--- config.mk ---
export PLATFORM = sky130hd
export DESIGN_NAME = mmks_ctrl
export DESIGN_NICKNAME = d
export VERILOG_FILES = /design/src/rtl/mmks_pkg.sv /design/src/rtl/mmks_ctrl.sv
export SDC_FILE = /design/constraint.sdc
export NUM_CORES = 1
export LEC_CHECK = 0
export ABC_AREA = 1
export BUFFER_PORTS_ARGS = -buffer_cell sky130_fd_sc_hd__buf_2
export CORE_AREA = 3 3 40 42
export DETAILED_ROUTE_END_ITERATION = 7
export DIE_AREA = 0 0 43 45
export MAX_ROUTING_LAYER = met4
export SLEW_MARGIN = 0
export SYNTH_ARGS = -nofsm -noshare
export SYNTH_HDL_FRONTEND = slang
export SYNTH_SLANG_ARGS = --single-unit
--- constraint.sdc ---
create_clock -name clk -period 1 [get_ports clk]
set_input_delay 0.05 -clock clk [delete_from_list [all_inputs] [get_ports clk]]
set_output_delay 0.05 -clock clk [all_outputs]
set_load 0.01 [all_outputs]
--- src/rtl/mmks_pkg.sv ---
// package: sizes, codes and control/status bundles for the multi-method key sorter
package mmks_pkg;

  // storage size and widths
  localparam int DEPTH       = 64;
  localparam int KEY_W       = 32;
  localparam int COUNT_W     = $clog2(DEPTH + 1);
  localparam int STATUS_W    = 2;
  localparam int METHOD_W    = 3;
  localparam int CFG_IDX_W   = 2;
  localparam int CFG_DATA_W  = 3;

  // configuration register indexes
  localparam logic [CFG_IDX_W-1:0] REG_METHOD     = 2'd0;
  localparam logic [CFG_IDX_W-1:0] REG_DESCENDING = 2'd1;

  // method codes; anything above shell is invalid
  localparam logic [METHOD_W-1:0] METHOD_BUBBLE    = 3'd0;
  localparam logic [METHOD_W-1:0] METHOD_INSERTION = 3'd1;
  localparam logic [METHOD_W-1:0] METHOD_SELECTION = 3'd2;
  localparam logic [METHOD_W-1:0] METHOD_COMB      = 3'd3;
  localparam logic [METHOD_W-1:0] METHOD_SHELL     = 3'd4;

  // result status codes
  localparam logic [STATUS_W-1:0] STATUS_OK         = 2'd0;
  localparam logic [STATUS_W-1:0] STATUS_BAD_METHOD = 2'd1;
  localparam logic [STATUS_W-1:0] STATUS_OVERFLOW   = 2'd2;

  // commands from the controller to the datapath
  typedef struct packed {
    logic insert;
    logic close;
    logic align_step;
    logic emit_step;
    logic emit_err;
    logic desc;
  } ctrl_cmd_t;

  // status from the datapath to the controller
  typedef struct packed {
    logic out_free;
    logic align_zero;
    logic rem_one;
  } dp_status_t;

endpackage

--- src/rtl/mmks_ctrl.sv ---
// controller: configuration registers and run sequencing state machine
module mmks_ctrl (
  input  logic                            clk,
  input  logic                            rst,
  input  logic                            cfg_we,
  input  logic [mmks_pkg::CFG_IDX_W-1:0]  cfg_index,
  input  logic [mmks_pkg::CFG_DATA_W-1:0] cfg_data,
  input  logic                            in_valid,
  input  logic                            in_last,
  output logic                            in_ready,
  input  mmks_pkg::dp_status_t            status,
  output mmks_pkg::ctrl_cmd_t             cmd
);

  typedef enum logic [1:0] {
    COLLECT,
    ALIGN,
    EMIT,
    ERR
  } state_t;

  state_t                        state;
  state_t                        state_next;
  logic [mmks_pkg::METHOD_W-1:0] method;
  logic                          descending;
  logic                          accept;

  // configuration writes
  always_ff @(posedge clk) begin
    if (rst) begin
      method     <= mmks_pkg::METHOD_BUBBLE;
      descending <= 1'b0;
    end else if (cfg_we) begin
      unique case (cfg_index)
        mmks_pkg::REG_METHOD:     method     <= cfg_data;
        mmks_pkg::REG_DESCENDING: descending <= cfg_data[0];
        default: ;
      endcase
    end
  end

  assign accept = (state == COLLECT) && in_valid && in_ready;

  // commands and next state
  always_comb begin
    cmd            = '0;
    cmd.desc       = descending;
    state_next     = state;
    unique case (state)
      COLLECT: begin
        cmd.insert = accept;
        if (accept && in_last) begin
          cmd.close = 1'b1;
          if (method > mmks_pkg::METHOD_SHELL) begin
            state_next = ERR;
          end else if (descending) begin
            state_next = ALIGN;
          end else begin
            state_next = EMIT;
          end
        end
      end
      ALIGN: begin
        if (status.align_zero) begin
          state_next = EMIT;
        end else begin
          cmd.align_step = 1'b1;
        end
      end
      EMIT: begin
        if (status.out_free) begin
          cmd.emit_step = 1'b1;
          if (status.rem_one) begin
            state_next = COLLECT;
          end
        end
      end
      ERR: begin
        if (status.out_free) begin
          cmd.emit_err = 1'b1;
          state_next   = COLLECT;
        end
      end
      default: state_next = COLLECT;
    endcase
  end

  // state and registered ready
  always_ff @(posedge clk) begin
    if (rst) begin
      state    <= COLLECT;
      in_ready <= 1'b1;
    end else begin
      state    <= state_next;
      in_ready <= (state_next == COLLECT);
    end
  end

endmodule
==> qor.txt <==
Status -> finished with violations
Failing checks -> negative setup slack
Min Hold Slack -> 24.9 ps
Synth-to-layout area growth -> 54.2%
Post-Route WL -> 838 microns
Crit path time final -> 1050 ps
Crit end category -> primary output
HPWL Detailed -> 663 microns
Clock Path Buffers -> 2
CTS root buf -> clkbuf_4
Fmax -> 0.957 GHz
# DRC -> 0
Seq/Total Area, Yosys -> 0.380
DRT iter0 DRCs -> 5
Crit-path slowest cell -> dfxtp_4
Leakage Power -> 0.311 nW
Clock latency on the worst-skew pair -> 250 ps
Part of the cycle the worst path needs -> 1.05
CP arrival -> 1000 ps
Hold Path Class -> primary input to register
First-pass GRT wire length -> 1.34 mm
Post-Syn Area per Cell -> 6.59 sq um
Final instance area -> 569 sq um
Setup CP Type -> register to primary output
CTS Buf Count -> 3
Unique masters post-synth -> 14
Die Span Y -> 45 microns
Slew Viols, Final -> 0
Dpl cell area -> 475 sq um
Slew @ Worst Pin -> 201 ps
Fraction of layout cells with a size suffix above 1 -> 0.451
Buffers & Inverters on Critical Path -> 1
Largest fanout on the critical path -> 5
Post-route ant nets -> 0
Initial cell density of the core -> 0.287
Post-route clock skew -> 2.71 ps
Slew margin rel. -> 0.866
Most common cell after layout, fill and taps aside -> buf_2
CTS tree -> built
Setup TNS -> -72.2 ps
Routed wl met2 -> 406 microns
Finish-stage setup viols -> 3
Cells after Synth -> 56
RSZ-0062 raised after global routing -> yes
Via/cell ratio -> 4.27
Vias in the first global route -> 335
Row cnt -> 13
Fin. Hold Viols -> 0
Met3 wire len -> 86 microns
Clk sinks -> 7
Max IR drop VDD -> 511 uV
Final non-filler cell total -> 97
Via count -> 414
Cell area after synthesis -> 369 sq um
Placed cells -> 89
Family with the most delay on the worst path -> flip-flops
PD cells -> 1280 nW/um^2
Highest metal used -> met3
I/O pins -> 20
Gr ovfl total -> 0
Core ar. -> 1280 sq um
GR Util All Layers -> 0.0997
Final WS setup -> -45.4 ps
CP dominant cell by count -> nor2_4
Placer Congestion -> 0.782
Die span in x -> 43 microns
Max-Cap Viols -> 0
Worst Setup Start Kind -> register
Routed WL per cell -> 8.64 microns
Max stage delay on crit path -> 360 ps
Post-layout nets -> 96
Total Power -> 729 uW
Initial antenna violation count -> 0
Worst EP required -> 950 ps
Filler cells -> 139
# H-tree levels -> 1
Yosys warnings -> 0
Port buffer count -> 19
Yosys reg bits -> 7
Worst-path cell chain -> nor2_4 -> nand2_2 -> nor2_4 -> buf_6
Commonest cells after routing, fill and taps aside -> buf_2 (18), nor2_1 (11), inv_1 (10)
N_diodes -> 0
Die ar. -> 1940 sq um
DR pass1 iterations -> 4
Syn Nets -> 69
Largest net degree at the start of global routing -> 6
CTS clk-pin slew, worst paths -> 50 ps
DRT met1 WL -> 345 microns
## worst register-to-register path, cell delays in order, from the launching register on
cell	delay, ps
dfxtp_4	360
nor2_4	100
nand2_2	70
nor2_4	100
buf_4	130
a21oi_4	40
nand2_1	60
nand2_1	50
## sequential cells by signal (all words and copies together) (netlist names)
name and flops:
method 3, descending 1, in_ready 1, state 2
## what timing repair did
action                                  4_1_cts  5_1_grt
buffers inserted                              3        0
endpoints found under the hold margin         2        0
endpoints found under the setup margin        4        8
hold buffers                                  1        0
pin swaps                                     3        3
cloned                                        0        0
resized for setup                             5        7
## power by group
group | total [mW] | internal (mW) | leakage (nW) | switching (mW)
clock | 0.257 | 0.152 | 0.0150 | 0.104
sequential | 0.311 | 0.296 | 0.0584 | 0.0149
combinational | 0.162 | 0.0798 | 0.238 | 0.0818
total | 0.729 | 0.528 | 0.311 | 0.201
## synth_stat cells (all sizes together)
library cell,instances,share of area
nand3b,1,0.020
nor2,14,0.16
o21ai,5,0.068
dfxtp,7,0.38
inv,11,0.11
buf,1,0.020
nand2,10,0.11
nand3,3,0.054
a21oi,4,0.075
## metal layers
metal / up-vias / global-route usage
met4: 0 / 0.0542
li1: 225 / -
met5: - / -
met1: 170 / 0.114
met2: 19 / 0.141
met3: 0 / 0.0518
## worst paths after layout
path / slack [ps] / end / cells after the start / from
hold reg to reg: 480 / descending / 2 / descending
setup / recovery: -50 / cmd[4] / 4 / state[1]
setup reg to reg: -30 / in_ready / 7 / state[1]
hold / removal: 20 / method[2] / 3 / cfg_data[2]
## area by class of cell
type / instances / area (sq um) / area share
sequential: 7 / 149 / 0.262
timing repair buffer: 23 / 134 / 0.235
tap: 15 / 18.8 / 0.0330
inverter: 11 / 41.3 / 0.0725
multi-input combinational: 37 / 200 / 0.352
clock buffer: 4 / 26.3 / 0.0462
## logic make-up after synthesis
group / after synthesis / share of synthesized area
AO/OA/AOI/OAI: 9 / 0.142
buffers and inverters: 12 / 0.132
flip-flops: 7 / 0.380
AND/OR/NAND/NOR: 28 / 0.346
## stage by stage
stage / setup slack, ps / util
global placement: 73.3 / 0.370
detailed placement: 25.4 / 0.370
global route: -118 / 0.443
CTS: -66.1 / 0.426
finish: -45.4 / 0.443
floorplan: 52.7 / -
Note: power is estimated with default switching activity, not from simulation.
